File: config.mk
export PLATFORM = sky130hd
export DESIGN_NAME = infix_to_postfix_converter_top
export DESIGN_NICKNAME = d
export VERILOG_FILES = /design/src/rtl/itp_pkg.sv /design/src/rtl/infix_to_postfix_converter_top.sv /design/src/rtl/itp_front.sv /design/src/rtl/itp_queue.sv /design/src/rtl/itp_back.sv
export SDC_FILE = /design/constraint.sdc
export NUM_CORES = 1
export LEC_CHECK = 0
export ABC_AREA = 0
export BUFFER_PORTS_ARGS = -buffer_cell sky130_fd_sc_hd__buf_4
export CORE_MARGIN = 1.5
export CORE_UTILIZATION = 44
export DETAILED_ROUTE_END_ITERATION = 10
export GPL_TIMING_DRIVEN = 1
export PLACE_DENSITY = 0.68
export SYNTH_ARGS = -nofsm -noshare
export SYNTH_HDL_FRONTEND = slang
export SYNTH_SLANG_ARGS = --single-unit
File: constraint.sdc
create_clock -name clock -period 8.6 [get_ports clock]
set_input_delay 2.58 -clock clock [delete_from_list [all_inputs] [get_ports clock]]
set_output_delay 2.58 -clock clock [all_outputs]
set_load 0.02 [all_outputs]
File: src/rtl/itp_pkg.sv
// Package of the infix-to-postfix converter: sizes, character and status codes, token types.
// Depends on nothing; every RTL file of the block refers to it by scoped names.
package itp_pkg;

   // Operator stack size and the widths that follow from it.
   localparam int STACK_DEPTH = 32;
   localparam int CNT_W       = $clog2(STACK_DEPTH + 1);
   localparam int ADDR_W      = (STACK_DEPTH > 1) ? $clog2(STACK_DEPTH) : 1;

   // Token queue between the classifier and the stack engine.
   localparam int QUEUE_DEPTH = 4;
   localparam int QPTR_W      = (QUEUE_DEPTH > 1) ? $clog2(QUEUE_DEPTH) : 1;
   localparam int QCNT_W      = $clog2(QUEUE_DEPTH + 1);

   // ASCII characters with a meaning of their own.
   localparam logic [7:0] CH_OPEN  = 8'h28;
   localparam logic [7:0] CH_CLOSE = 8'h29;
   localparam logic [7:0] CH_ADD   = 8'h2B;
   localparam logic [7:0] CH_SUB   = 8'h2D;
   localparam logic [7:0] CH_MUL   = 8'h2A;
   localparam logic [7:0] CH_DIV   = 8'h2F;
   localparam logic [7:0] CH_MOD   = 8'h25;
   localparam logic [7:0] CH_NONE  = 8'h00;

   // Codes kept on the operator stack.
   typedef logic [2:0] op_code_type;
   localparam op_code_type CODE_OPEN = 3'd0;
   localparam op_code_type CODE_ADD  = 3'd1;
   localparam op_code_type CODE_SUB  = 3'd2;
   localparam op_code_type CODE_MUL  = 3'd3;
   localparam op_code_type CODE_DIV  = 3'd4;
   localparam op_code_type CODE_MOD  = 3'd5;

   // Result status codes.
   typedef logic [2:0] status_type;
   localparam status_type ST_SYMBOL          = 3'd0;
   localparam status_type ST_DONE            = 3'd1;
   localparam status_type ST_BADCHAR         = 3'd2;
   localparam status_type ST_UNMATCHED_CLOSE = 3'd3;
   localparam status_type ST_OVERFLOW        = 3'd4;
   localparam status_type ST_UNMATCHED_OPEN  = 3'd5;

   // Token kinds produced by the classifier.
   typedef logic [2:0] tok_kind_type;
   localparam tok_kind_type TK_OPERAND = 3'd0;
   localparam tok_kind_type TK_OPEN    = 3'd1;
   localparam tok_kind_type TK_CLOSE   = 3'd2;
   localparam tok_kind_type TK_OPER    = 3'd3;
   localparam tok_kind_type TK_BAD     = 3'd4;
   localparam tok_kind_type TK_END     = 3'd5;

   typedef struct packed {
      tok_kind_type kind;
      logic [7:0]   symbol;
      op_code_type  code;
   } token_type;

   // Head of the token queue as seen by the stack engine.
   typedef struct packed {
      logic      valid;
      token_type tok;
   } head_type;

   typedef struct packed {
      logic [7:0] char_out;
      status_type status;
      logic       last;
   } result_type;

   function automatic logic [7:0] code_char(input op_code_type code);
      logic [7:0] ch;
      case (code)
         CODE_OPEN: ch = CH_OPEN;
         CODE_ADD:  ch = CH_ADD;
         CODE_SUB:  ch = CH_SUB;
         CODE_MUL:  ch = CH_MUL;
         CODE_DIV:  ch = CH_DIV;
         CODE_MOD:  ch = CH_MOD;
         default:   ch = CH_NONE;
      endcase
      return ch;
   endfunction

   // Multiplicative operators rank above additive ones.
   function automatic logic op_prio(input op_code_type code);
      return (code >= CODE_MUL);
   endfunction

endpackage

File: src/rtl/infix_to_postfix_converter_top.sv
// Top level of the infix-to-postfix converter: classifier, token queue and stack engine.
// Depends on itp_pkg, itp_front, itp_queue and itp_back.
//
//   Channel   Direction  Handshake             Payload
//   req_      in         req_valid/req_stall   req_char_in[7:0], req_end_of_expr
//   rsp_      out        rsp_valid/rsp_stall   rsp_char_out[7:0], rsp_status[2:0],
//                                              rsp_last_of_run
//
// An operand, a bad character or an open paren is handled at once; an operator first pops
// the stacked operators of equal or higher rank, a close paren pops down to its open paren,
// and an end word pops all. The pace is set by the single read port of the operator stack.
// Reset is synchronous and active high; it empties the queue, the stack count and the
// result stages. The front accepts words while the four-entry token queue has room, and a
// stall on the result side stops only the stack engine once its hold and output stages fill.
module infix_to_postfix_converter_top (
   input  logic       clock,
   input  logic       reset,
   input  logic       req_valid,
   output logic       req_stall,
   input  logic [7:0] req_char_in,
   input  logic       req_end_of_expr,
   output logic       rsp_valid,
   input  logic       rsp_stall,
   output logic [7:0] rsp_char_out,
   output logic [2:0] rsp_status,
   output logic       rsp_last_of_run
);

   // Tokens flow from the classifier into the queue, and from the queue head into the engine.
   logic               q_full;
   logic               q_push;
   logic               q_pop;
   itp_pkg::token_type q_push_tok;
   itp_pkg::head_type  q_head;

   // The classifier turns each accepted word into a token: operand, paren, operator,
   // bad character or end marker. It never waits on the stack.
   itp_front u_front (
      .req_valid       (req_valid),
      .req_char_in     (req_char_in),
      .req_end_of_expr (req_end_of_expr),
      .req_stall       (req_stall),
      .q_full          (q_full),
      .push            (q_push),
      .push_tok        (q_push_tok)
   );

   // The queue lets the front keep taking words while the engine is busy popping.
   itp_queue u_queue (
      .clock    (clock),
      .reset    (reset),
      .push     (q_push),
      .push_tok (q_push_tok),
      .full     (q_full),
      .pop      (q_pop),
      .head     (q_head)
   );

   // The engine owns the operator stack, the error skip flag and the result registers.
   // It retires the queue head only when the token's work is complete.
   itp_back u_back (
      .clock           (clock),
      .reset           (reset),
      .head            (q_head),
      .pop             (q_pop),
      .rsp_valid       (rsp_valid),
      .rsp_stall       (rsp_stall),
      .rsp_char_out    (rsp_char_out),
      .rsp_status      (rsp_status),
      .rsp_last_of_run (rsp_last_of_run)
   );

endmodule

File: src/rtl/itp_front.sv
// Front end of the converter: accepts input words and classifies them into tokens.
// Depends on itp_pkg; feeds itp_queue.
module itp_front (
   input  logic               req_valid,
   input  logic [7:0]         req_char_in,
   input  logic               req_end_of_expr,
   output logic               req_stall,
   input  logic               q_full,
   output logic               push,
   output itp_pkg::token_type push_tok
);

   logic is_alnum;

   always_comb begin
      is_alnum = ((req_char_in >= 8'h30) && (req_char_in <= 8'h39)) ||
                 ((req_char_in >= 8'h41) && (req_char_in <= 8'h5A)) ||
                 ((req_char_in >= 8'h61) && (req_char_in <= 8'h7A));

      push_tok.symbol = req_char_in;
      push_tok.code   = itp_pkg::CODE_OPEN;
      push_tok.kind   = itp_pkg::TK_BAD;
      if (req_end_of_expr) begin
         push_tok.kind = itp_pkg::TK_END;
      end else begin
         case (req_char_in)
            itp_pkg::CH_OPEN: begin
               push_tok.kind = itp_pkg::TK_OPEN;
            end
            itp_pkg::CH_CLOSE: begin
               push_tok.kind = itp_pkg::TK_CLOSE;
            end
            itp_pkg::CH_ADD: begin
               push_tok.kind = itp_pkg::TK_OPER;
               push_tok.code = itp_pkg::CODE_ADD;
            end
            itp_pkg::CH_SUB: begin
               push_tok.kind = itp_pkg::TK_OPER;
               push_tok.code = itp_pkg::CODE_SUB;
            end
            itp_pkg::CH_MUL: begin
               push_tok.kind = itp_pkg::TK_OPER;
               push_tok.code = itp_pkg::CODE_MUL;
            end
            itp_pkg::CH_DIV: begin
               push_tok.kind = itp_pkg::TK_OPER;
               push_tok.code = itp_pkg::CODE_DIV;
            end
            itp_pkg::CH_MOD: begin
               push_tok.kind = itp_pkg::TK_OPER;
               push_tok.code = itp_pkg::CODE_MOD;
            end
            default: begin
               push_tok.kind = is_alnum ? itp_pkg::TK_OPERAND : itp_pkg::TK_BAD;
            end
         endcase
      end
   end

   assign req_stall = q_full;
   assign push      = req_valid && !q_full;

endmodule

File: src/rtl/itp_queue.sv
// Short token queue that decouples the classifier from the stack engine.
// Depends on itp_pkg.
module itp_queue (
   input  logic               clock,
   input  logic               reset,
   input  logic               push,
   input  itp_pkg::token_type push_tok,
   output logic               full,
   input  logic               pop,
   output itp_pkg::head_type  head
);

   itp_pkg::token_type              entries_ff [itp_pkg::QUEUE_DEPTH];
   logic [itp_pkg::QPTR_W-1:0]      wr_ptr_ff, wr_ptr_in;
   logic [itp_pkg::QPTR_W-1:0]      rd_ptr_ff, rd_ptr_in;
   logic [itp_pkg::QCNT_W-1:0]      cnt_ff, cnt_in;
   logic                            do_pop;

   always_comb begin
      do_pop    = pop && (cnt_ff != '0);
      wr_ptr_in = wr_ptr_ff;
      rd_ptr_in = rd_ptr_ff;
      cnt_in    = cnt_ff;
      if (push) begin
         wr_ptr_in = (wr_ptr_ff == itp_pkg::QPTR_W'(itp_pkg::QUEUE_DEPTH - 1)) ?
                     '0 : wr_ptr_ff + 1'b1;
      end
      if (do_pop) begin
         rd_ptr_in = (rd_ptr_ff == itp_pkg::QPTR_W'(itp_pkg::QUEUE_DEPTH - 1)) ?
                     '0 : rd_ptr_ff + 1'b1;
      end
      if (push && !do_pop) begin
         cnt_in = cnt_ff + 1'b1;
      end else if (!push && do_pop) begin
         cnt_in = cnt_ff - 1'b1;
      end
   end

   always_ff @(posedge clock) begin
      if (reset) begin
         wr_ptr_ff <= '0;
         rd_ptr_ff <= '0;
         cnt_ff    <= '0;
      end else begin
         wr_ptr_ff <= wr_ptr_in;
         rd_ptr_ff <= rd_ptr_in;
         cnt_ff    <= cnt_in;
      end
   end

   always_ff @(posedge clock) begin
      if (push) begin
         entries_ff[wr_ptr_ff] <= push_tok;
      end
   end

   assign full       = (cnt_ff == itp_pkg::QCNT_W'(itp_pkg::QUEUE_DEPTH));
   assign head.valid = (cnt_ff != '0);
   assign head.tok   = entries_ff[rd_ptr_ff];

endmodule

File: src/rtl/itp_back.sv
// Stack engine of the converter: runs tokens against the operator stack and emits results.
// Depends on itp_pkg; takes tokens from itp_queue.
module itp_back (
   input  logic              clock,
   input  logic              reset,
   input  itp_pkg::head_type head,
   output logic              pop,
   output logic              rsp_valid,
   input  logic              rsp_stall,
   output logic [7:0]        rsp_char_out,
   output logic [2:0]        rsp_status,
   output logic              rsp_last_of_run
);

   // Operator stack; the entry below the count is read ahead into top_rd_ff.
   itp_pkg::op_code_type            stack_mem [itp_pkg::STACK_DEPTH];
   itp_pkg::op_code_type            top_rd_ff;
   itp_pkg::op_code_type            byp_code_ff;
   logic                            byp_ff;
   logic [itp_pkg::ADDR_W-1:0]      rd_addr;

   logic [itp_pkg::CNT_W-1:0]       cnt_ff, cnt_in;
   logic                            skip_ff, skip_in;
   logic                            open_left_ff, open_left_in;

   // Hold stage keeps the newest result until it is known whether it ends the run.
   logic                            hold_v_ff, hold_v_in;
   itp_pkg::result_type             hold_ff, hold_in;
   logic                            out_v_ff, out_v_in;
   itp_pkg::result_type             out_ff, out_in;

   itp_pkg::op_code_type            top;
   itp_pkg::token_type              tok;
   itp_pkg::result_type             gen_res;
   logic                            gen;
   logic                            push;
   logic                            step;
   logic                            out_free;
   logic                            stk_empty;
   logic                            stk_full;
   logic                            top_open;
   logic                            item_done;

   always_comb begin
      tok       = head.tok;
      top       = byp_ff ? byp_code_ff : top_rd_ff;
      out_free  = !out_v_ff || !rsp_stall;
      stk_empty = (cnt_ff == '0);
      stk_full  = (cnt_ff == itp_pkg::CNT_W'(itp_pkg::STACK_DEPTH));
      top_open  = (top == itp_pkg::CODE_OPEN);
      step      = head.valid && (!hold_v_ff || out_free);

      gen          = 1'b0;
      gen_res      = '0;
      pop          = 1'b0;
      push         = 1'b0;
      cnt_in       = cnt_ff;
      skip_in      = skip_ff;
      open_left_in = open_left_ff;

      if (step) begin
         if (skip_ff) begin
            pop = 1'b1;
            if (tok.kind == itp_pkg::TK_END) begin
               skip_in = 1'b0;
               cnt_in  = '0;
            end
         end else begin
            case (tok.kind)
               itp_pkg::TK_OPERAND: begin
                  gen     = 1'b1;
                  gen_res = '{tok.symbol, itp_pkg::ST_SYMBOL, 1'b1};
                  pop     = 1'b1;
               end
               itp_pkg::TK_BAD: begin
                  gen     = 1'b1;
                  gen_res = '{itp_pkg::CH_NONE, itp_pkg::ST_BADCHAR, 1'b1};
                  cnt_in  = '0;
                  skip_in = 1'b1;
                  pop     = 1'b1;
               end
               itp_pkg::TK_OPEN: begin
                  pop = 1'b1;
                  if (stk_full) begin
                     gen     = 1'b1;
                     gen_res = '{itp_pkg::CH_NONE, itp_pkg::ST_OVERFLOW, 1'b1};
                     cnt_in  = '0;
                     skip_in = 1'b1;
                  end else begin
                     push   = 1'b1;
                     cnt_in = cnt_ff + 1'b1;
                  end
               end
               itp_pkg::TK_CLOSE: begin
                  if (!stk_empty && !top_open) begin
                     gen     = 1'b1;
                     gen_res = '{itp_pkg::code_char(top), itp_pkg::ST_SYMBOL, 1'b0};
                     cnt_in  = cnt_ff - 1'b1;
                  end else if (stk_empty) begin
                     gen     = 1'b1;
                     gen_res = '{itp_pkg::CH_NONE, itp_pkg::ST_UNMATCHED_CLOSE, 1'b1};
                     skip_in = 1'b1;
                     pop     = 1'b1;
                  end else begin
                     cnt_in = cnt_ff - 1'b1;
                     pop    = 1'b1;
                  end
               end
               itp_pkg::TK_OPER: begin
                  if (!stk_empty && !top_open &&
                      (itp_pkg::op_prio(top) >= itp_pkg::op_prio(tok.code))) begin
                     gen     = 1'b1;
                     gen_res = '{itp_pkg::code_char(top), itp_pkg::ST_SYMBOL, 1'b0};
                     cnt_in  = cnt_ff - 1'b1;
                  end else if (stk_full) begin
                     gen     = 1'b1;
                     gen_res = '{itp_pkg::CH_NONE, itp_pkg::ST_OVERFLOW, 1'b1};
                     cnt_in  = '0;
                     skip_in = 1'b1;
                     pop     = 1'b1;
                  end else begin
                     push   = 1'b1;
                     cnt_in = cnt_ff + 1'b1;
                     pop    = 1'b1;
                  end
               end
               itp_pkg::TK_END: begin
                  if (!stk_empty) begin
                     cnt_in = cnt_ff - 1'b1;
                     if (top_open) begin
                        open_left_in = 1'b1;
                     end else begin
                        gen     = 1'b1;
                        gen_res = '{itp_pkg::code_char(top), itp_pkg::ST_SYMBOL, 1'b0};
                     end
                  end else begin
                     gen          = 1'b1;
                     gen_res      = '{itp_pkg::CH_NONE,
                                      open_left_ff ? itp_pkg::ST_UNMATCHED_OPEN
                                                   : itp_pkg::ST_DONE,
                                      1'b1};
                     open_left_in = 1'b0;
                     pop          = 1'b1;
                  end
               end
               default: begin
                  pop = 1'b1;
               end
            endcase
         end
      end

      item_done = pop && !gen;
      rd_addr   = (cnt_in == '0) ? '0 : itp_pkg::ADDR_W'(cnt_in - 1'b1);

      hold_v_in = hold_v_ff;
      hold_in   = hold_ff;
      out_v_in  = out_v_ff && rsp_stall;
      out_in    = out_ff;
      if (gen) begin
         if (hold_v_ff) begin
            out_v_in = 1'b1;
            out_in   = hold_ff;
         end
         hold_v_in = 1'b1;
         hold_in   = gen_res;
      end else if (hold_v_ff && hold_ff.last && out_free) begin
         out_v_in  = 1'b1;
         out_in    = hold_ff;
         hold_v_in = 1'b0;
      end else if (item_done && hold_v_ff) begin
         hold_in.last = 1'b1;
      end
   end

   always_ff @(posedge clock) begin
      if (reset) begin
         cnt_ff       <= '0;
         skip_ff      <= 1'b0;
         open_left_ff <= 1'b0;
         byp_ff       <= 1'b0;
         hold_v_ff    <= 1'b0;
         out_v_ff     <= 1'b0;
      end else begin
         cnt_ff       <= cnt_in;
         skip_ff      <= skip_in;
         open_left_ff <= open_left_in;
         byp_ff       <= push;
         hold_v_ff    <= hold_v_in;
         out_v_ff     <= out_v_in;
      end
   end

   always_ff @(posedge clock) begin
      if (push) begin
         stack_mem[cnt_ff[itp_pkg::ADDR_W-1:0]] <= tok.code;
      end
      top_rd_ff   <= stack_mem[rd_addr];
      byp_code_ff <= tok.code;
      hold_ff     <= hold_in;
      out_ff      <= out_in;
   end

   assign rsp_valid       = out_v_ff;
   assign rsp_char_out    = out_ff.char_out;
   assign rsp_status      = out_ff.status;
   assign rsp_last_of_run = out_ff.last;

endmodule

==> After elaboration in Yosys (flattened, before gate mapping) <==
Memory sizes are Yosys's and may differ from the RTL's. A register that Yosys moved wholly into a read port is not among the register bits.
Index checks and enable logic that the tools add are counted.
{ "op_classes": {"addsub": 7, "n_lt_le_gt_ge": 9, "n_eq_ne": 23, "mux": 74, "bitwise_logic": 2, "n_reduce_logical": 43} }
{ "ops": {"columns": ["cell", "count"], "rows": [
  ["2-to-1 mux 12 bit", 6],
  ["one-hot mux 12 bit (6 select lines)", 1],
  ["one-hot mux 6 bit (5 select lines)", 2],
  ["== test 8 x 6 -> 1 bit (second input constant)", 7],
  ["2-to-1 mux 6 bit", 7],
  ["2-to-1 mux 1 bit", 36],
  ["one-hot mux 6 bit (6 select lines)", 1],
  ["2-to-1 mux 3 bit", 8],
  [">= comparator 8 x 7 -> 1 bit (second input constant)", 2],
  ["less-or-equal comparator 8 x 7 -> 1 bit (second input constant)", 2],
  ["== test 3 bit (second input constant)", 5],
  ["logical AND 1 bit", 15],
  ["one-hot mux 3 bit (5 select lines)", 1],
  ["== test 3 x 2 -> 1 bit (second input constant)", 4],
  ["zero test 6 bit", 2],
  ["2-to-1 mux 10 bit", 1],
  ["zero test 1 bit", 9],
  ["one-hot mux 3 bit (3 select lines)", 1],
  [">= comparator 8 x 6 -> 1 bit (second input constant)", 1],
  ["less-or-equal comparator 8 x 6 -> 1 bit (second input constant)", 1],
  ["2-to-1 mux 2 bit", 4],
  ["nonzero test 2 bit", 4],
  ["adder 6 x 1 -> 6 bit (second input constant)", 1],
  ["== test 3 x 1 -> 1 bit (second input constant)", 2],
  ["other kinds (24)", 35]
]} }
{ "word_totals": {"regBits": 45, "ramBits": 152, "elab_cells": 176, "mem_count": 2} }
{ "mem_list": {"columns": ["name", "depth", "width", "read_ports", "rd_ports_with_merged_regs", "write_ports", "line_no", "rtl"], "rows": [
  ["u_back.stack_mem", 32, 3, 1, 1, 1, "itp_back.sv:16", "itp_pkg::op_code_type stack_mem [itp_pkg::STACK_DEPTH];"],
  ["u_queue.entries_ff", 4, 14, 1, 1, 1, "itp_queue.sv:13", "itp_pkg::token_type entries_ff [itp_pkg::QUEUE_DEPTH];"]
]} }

==> Depth between registers and ports, before layout <==
{ "logic_depth": {"word_depth": 15, "mapped_depth": 23} }

==> Modules after synthesis <==
Synthesis repeated with hierarchy kept, for this count alone.
{ "unflattened": {"hier_cells": 728, "area_unflattened_um2": 9371.5} }
{ "modules_own_cells": {"columns": ["module", "n_inst", "cells_per_inst", "area_each_um2"], "rows": [
  ["itp_back", 1, 569, 6565.0],
  ["itp_queue", 1, 117, 2506.2],
  ["itp_front", 1, 42, 300.3]
]} }

==> Worst setup path after synthesis <==
No wires, ideal clock.
{ "synth_timing": {"path_type": "input to register", "from": "in rsp_stall", "to": "reg u_back.top_rd_ff[0], read port of u_back.stack_mem", "setup_time_ns": 0.132, "t_arrival_ns": 6.699, "required_ns": 8.468, "setup_slack_ns": 1.768, "cell_stages": 14, "n_path_buf": 3, "cell_sequence": "and3_1 > or3_1 > clkbuf_1 > a211oi_1 > a211oi_1 > o221ai_1 > clkbuf_1 > buf_1 > ha_1 > or4b_4 > o41ai_4 > mux4_1 > a22oi_1 > o311ai_1"} }
{ "synth_between": {"elab_chain_cells": 7} }
{ "synth_rtl": {"columns": ["element", "line_no", "rtl"], "rows": [
  ["start: declaration", "infix_to_postfix_converter_top.sv:23", "input logic rsp_stall,"],
  ["zero test 1 bit *", "itp_back.sv:47", "out_free = !out_v_ff || !rsp_stall;"],
  ["logical OR 1 bit *", "itp_back.sv:47", null],
  ["logical OR 1 bit *", "itp_back.sv:51", "step = head.valid && (!hold_v_ff || out_free);"],
  ["logical AND 1 bit *", "itp_back.sv:51", null],
  ["2-to-1 mux 6 bit *", "itp_back.sv:61", "if (step) begin"],
  ["subtractor 5 x 1 -> 5 bit or zero test 6 bit (tied branches)", "itp_back.sv:154", "rd_addr = (cnt_in == '0) ? '0 : itp_pkg::ADDR_W'(cnt_in - 1'b1);"],
  ["2-to-1 mux 5 bit *", "itp_back.sv:154", null],
  ["end: declaration", "itp_back.sv:17", "itp_pkg::op_code_type top_rd_ff;"]
]} }
Every way passes the cells marked *; elsewhere a longest branch is shown, timed or not.
A chain may end at the register's enable or synchronous reset.

==> Worst setup path in the final report <==
{ "layout_timing": {"from": "in rsp_stall", "to": "reg u_back.top_rd_ff[2], read port of u_back.stack_mem"} }
Same word-level chain as after synthesis.

==> run_results.csv <==
group,metric,value,unit
outcome,status,"completed",
route,num_vias,6055,
floorplan,io_pins,27,
logic_synthesis,synth_top_area_share,57.1,%
floorplan,die_y,148,um
cells_and_area,n_antenna_cell,0,
route,routed_wirelength,20400,um
logic_synthesis,synth_seq_cells,202,
logic_synthesis,synth_area,0.00926,mm^2
logic_synthesis,syn_nets,754,
global_route,antenna_found_initial,0,
critical_path,arrival,6940,ps
clocking,cts_buffer_depth,3,
timing,skew,26.5,ps
cells_and_area,drive_above_1_share,12.8,%
logic_synthesis,synth_area_per_cell,12.7,um^2
floorplan,rows,52,
critical_path,startpoint_type,"input port",
flow_run,cap_violations,0,
place,port_buffers,26,
logic_synthesis,synthFlopType,"edfxtp_1",
global_route,busiest_layer,"met2",
worst_hold_path,hp-start,"u_back.hold_ff[7]",
cells_and_area,final_util,50.9,%
timing,whs,419,ps
timing,finalSetupTns,0,ps
timing,rsz0062_at_grt,"no",
logic_synthesis,syn_inst,727,
cells_and_area,area_delta_synth_final,12.4,%
place,gp_congestion,0.930,
cells_and_area,mostFrequentLayoutCells,"edfxtp_1 (176), nor2_1 (111), o21ai_0 (34)",
timing,finalSetupViolations,0,
logic_synthesis,synthTopCellsByArea,"edfxtp_1 (57%), dfxtp_1 (5.6%), nor2_1 (4.5%)",
logic_synthesis,synthArstFlopShare,0,%
floorplan,initial_core_util,45.3,%
timing,period_needed,6550,ps
floorplan,core,0.0204,mm^2
cells_and_area,fillerInstances,1775,
global_route,grt_max_degree,54,
timing,tightestPinTransition,1120,ps
global_route,use_met2,31.0,%
critical_path,cp-startpoint,"rsp_stall",
clocking,cts_made_buffers,22,
clocking,clk-insertion-delay-late,510,ps
route,via_per_inst,5.92,
global_route,use_met1,26.6,%
clocking,cts-root-buf,"clkbuf_16",
critical_path,r2r_slack,2540,ps
timing,relSlewSlack,24.9,%
critical_path,critPathKind,"input port to flop",
global_route,grt_first_pass_wirelength,32700,um
clocking,cts_tree,"done",
floorplan,die_width,148,um
timing,drv_slew,0,
global_route,grt-ovfl-total,0,
logic_synthesis,synth_top_area_cell,"edfxtp_1",
timing,period_share,76.1,%
global_route,grt.total_usage,19.0,%
timing,max_freq,0.153,GHz
logic_synthesis,synthDistinctLibCells,75,
critical_path,crit_fanout,16,
worst_hold_path,hold_class,"flop to flop",
clocking,cts_resized,0,
cells_and_area,seq_area,0.00581,mm^2
clocking,htree_num_levels,1,
global_route,first_global_vias,6067,
route,wl_per_cell,20.0,um
critical_path,critical_path.endpoint_type,"flop",
clocking,cts_setup_buffers,0,
timing,finalHoldViolations,0,
floorplan,die-area,0.0219,mm^2
logic_synthesis,synth_edf_count,176,
clocking,hold_buffers,0,
route,drc_errors,0,
critical_path,cp_data_required_time,9000,ps
clocking,cts_sinks,202,
logic_synthesis,ys.warnings.count,0,
cells_and_area,multi_input_comb_area,0.00321,mm^2
clocking,path_clk_slew,60,ps
route,detail-route-antenna-nets,0,
global_route,grt_util_met3,2.81,%
logic_synthesis,ys_seq_area_share,62.7,%
place,dp_hpwl,13100,um
cells_and_area,fin_nets,763,
cells_and_area,mostFrequentLayoutCell,"edfxtp_1",
route,drt_iter0_drc,641,
route,drt-pass1-iter-count,5,
-- area by class of cell --
type                       instances  share of cell area, %
inverter                          14                  0.505
timing repair buffer              30                   2.17
multi-input combinational        466                   30.8
tap                              270                   3.25
sequential                       202                   55.8
clock buffer                      29                   5.94
clock inverter                    11                   1.49
-- sequential cells by signal, summed over array words and instances, names as in the netlist, named ones only --
| signal | flops |
|---|---|
| u_back.byp_code_ff | 3 |
| u_back.byp_ff | 1 |
| u_back.cnt_ff | 6 |
| u_back.hold_ff | 12 |
| u_back.hold_v_ff | 1 |
| u_back.open_left_ff | 1 |
| u_back.rsp_char_out | 8 |
| u_back.rsp_last_of_run | 1 |
| u_back.rsp_status | 3 |
| u_back.rsp_valid | 1 |
| u_back.skip_ff | 1 |
| u_back.stack_mem | 96 |
| u_back.top_rd_ff | 3 |
| u_queue.cnt_ff | 3 |
| u_queue.entries_ff | 56 |
| u_queue.rd_ptr_ff | 2 |
| u_queue.wr_ptr_ff | 2 |
-- metrics by stage --
step / setup slack [ps] / instance area [um^2] / cells
6_report: 2050 / 10400 / 1022
3_3_place_gp: 1850 / 9630 / 982
2_1_floorplan: 1770 / 9260 / 727
5_1_grt: 1680 / 10400 / 1022
3_5_place_dp: 1670 / 9630 / 982
4_1_cts: 2080 / 10400 / 1022
-- logic make-up after synthesis --
group,synth area share (%)
AO/OA/AOI/OAI,12.2
AND/OR/NAND/NOR,13.1
adder cells (fa/ha/maj),1.97
multiplexers,6.54
XOR/XNOR,0.473
flip-flops,62.7
buffers and inverters,2.89
-- critical path, cell delays in order --
cell and delay, ps:
buf_4 110, and3_1 190, or3_1 480, a211oi_1 240
a211oi_1 130, a221oi_1 590, ha_1 270, or4b_4 520
nor4_4 710, o22ai_1 180, a2111oi_0 540, nor3b_1 110
o311ai_1 280
-- synth_stat cells (9+ instances only) --
| library cell | count |
|---|---|
| o21ai_0 | 34 |
| mux4_2 | 14 |
| nand2_1 | 29 |
| and2_1 | 10 |
| ha_1 | 13 |
| nand2b_1 | 16 |
| nand3_1 | 12 |
| buf_2 | 9 |
| and3_1 | 9 |
| nor2_1 | 111 |
| edfxtp_1 | 176 |
| inv_1 | 14 |
| o31a_1 | 10 |
| dfxtp_1 | 26 |
| nor3_1 | 17 |
| clkbuf_1 | 29 |
| mux2i_1 | 17 |
| a21oi_1 | 26 |
| o22ai_1 | 19 |
-- layer usage --
| metal | wire (um) | part of all wire, % |
|---|---|---|
| met3 | 1280 | 6.3 |
| met5 | 0 | 0 |
| met2 | 9720 | 48 |
| met4 | 400 | 2.0 |
| met1 | 9010 | 44 |
-- path summary, 6_finish.rpt --
path	to	depth (start not counted)
worst min-delay path	u_back.rsp_char_out[3]	0
worst max-delay path	u_back.top_rd_ff[2]	13
worst min register to register	u_back.rsp_char_out[3]	0
worst max register to register	u_back.top_rd_ff[1]	14
Power is left out: the tool's default activity adds up to more than one toggle a clock period on the data nets, which glitch-free logic cannot reach.
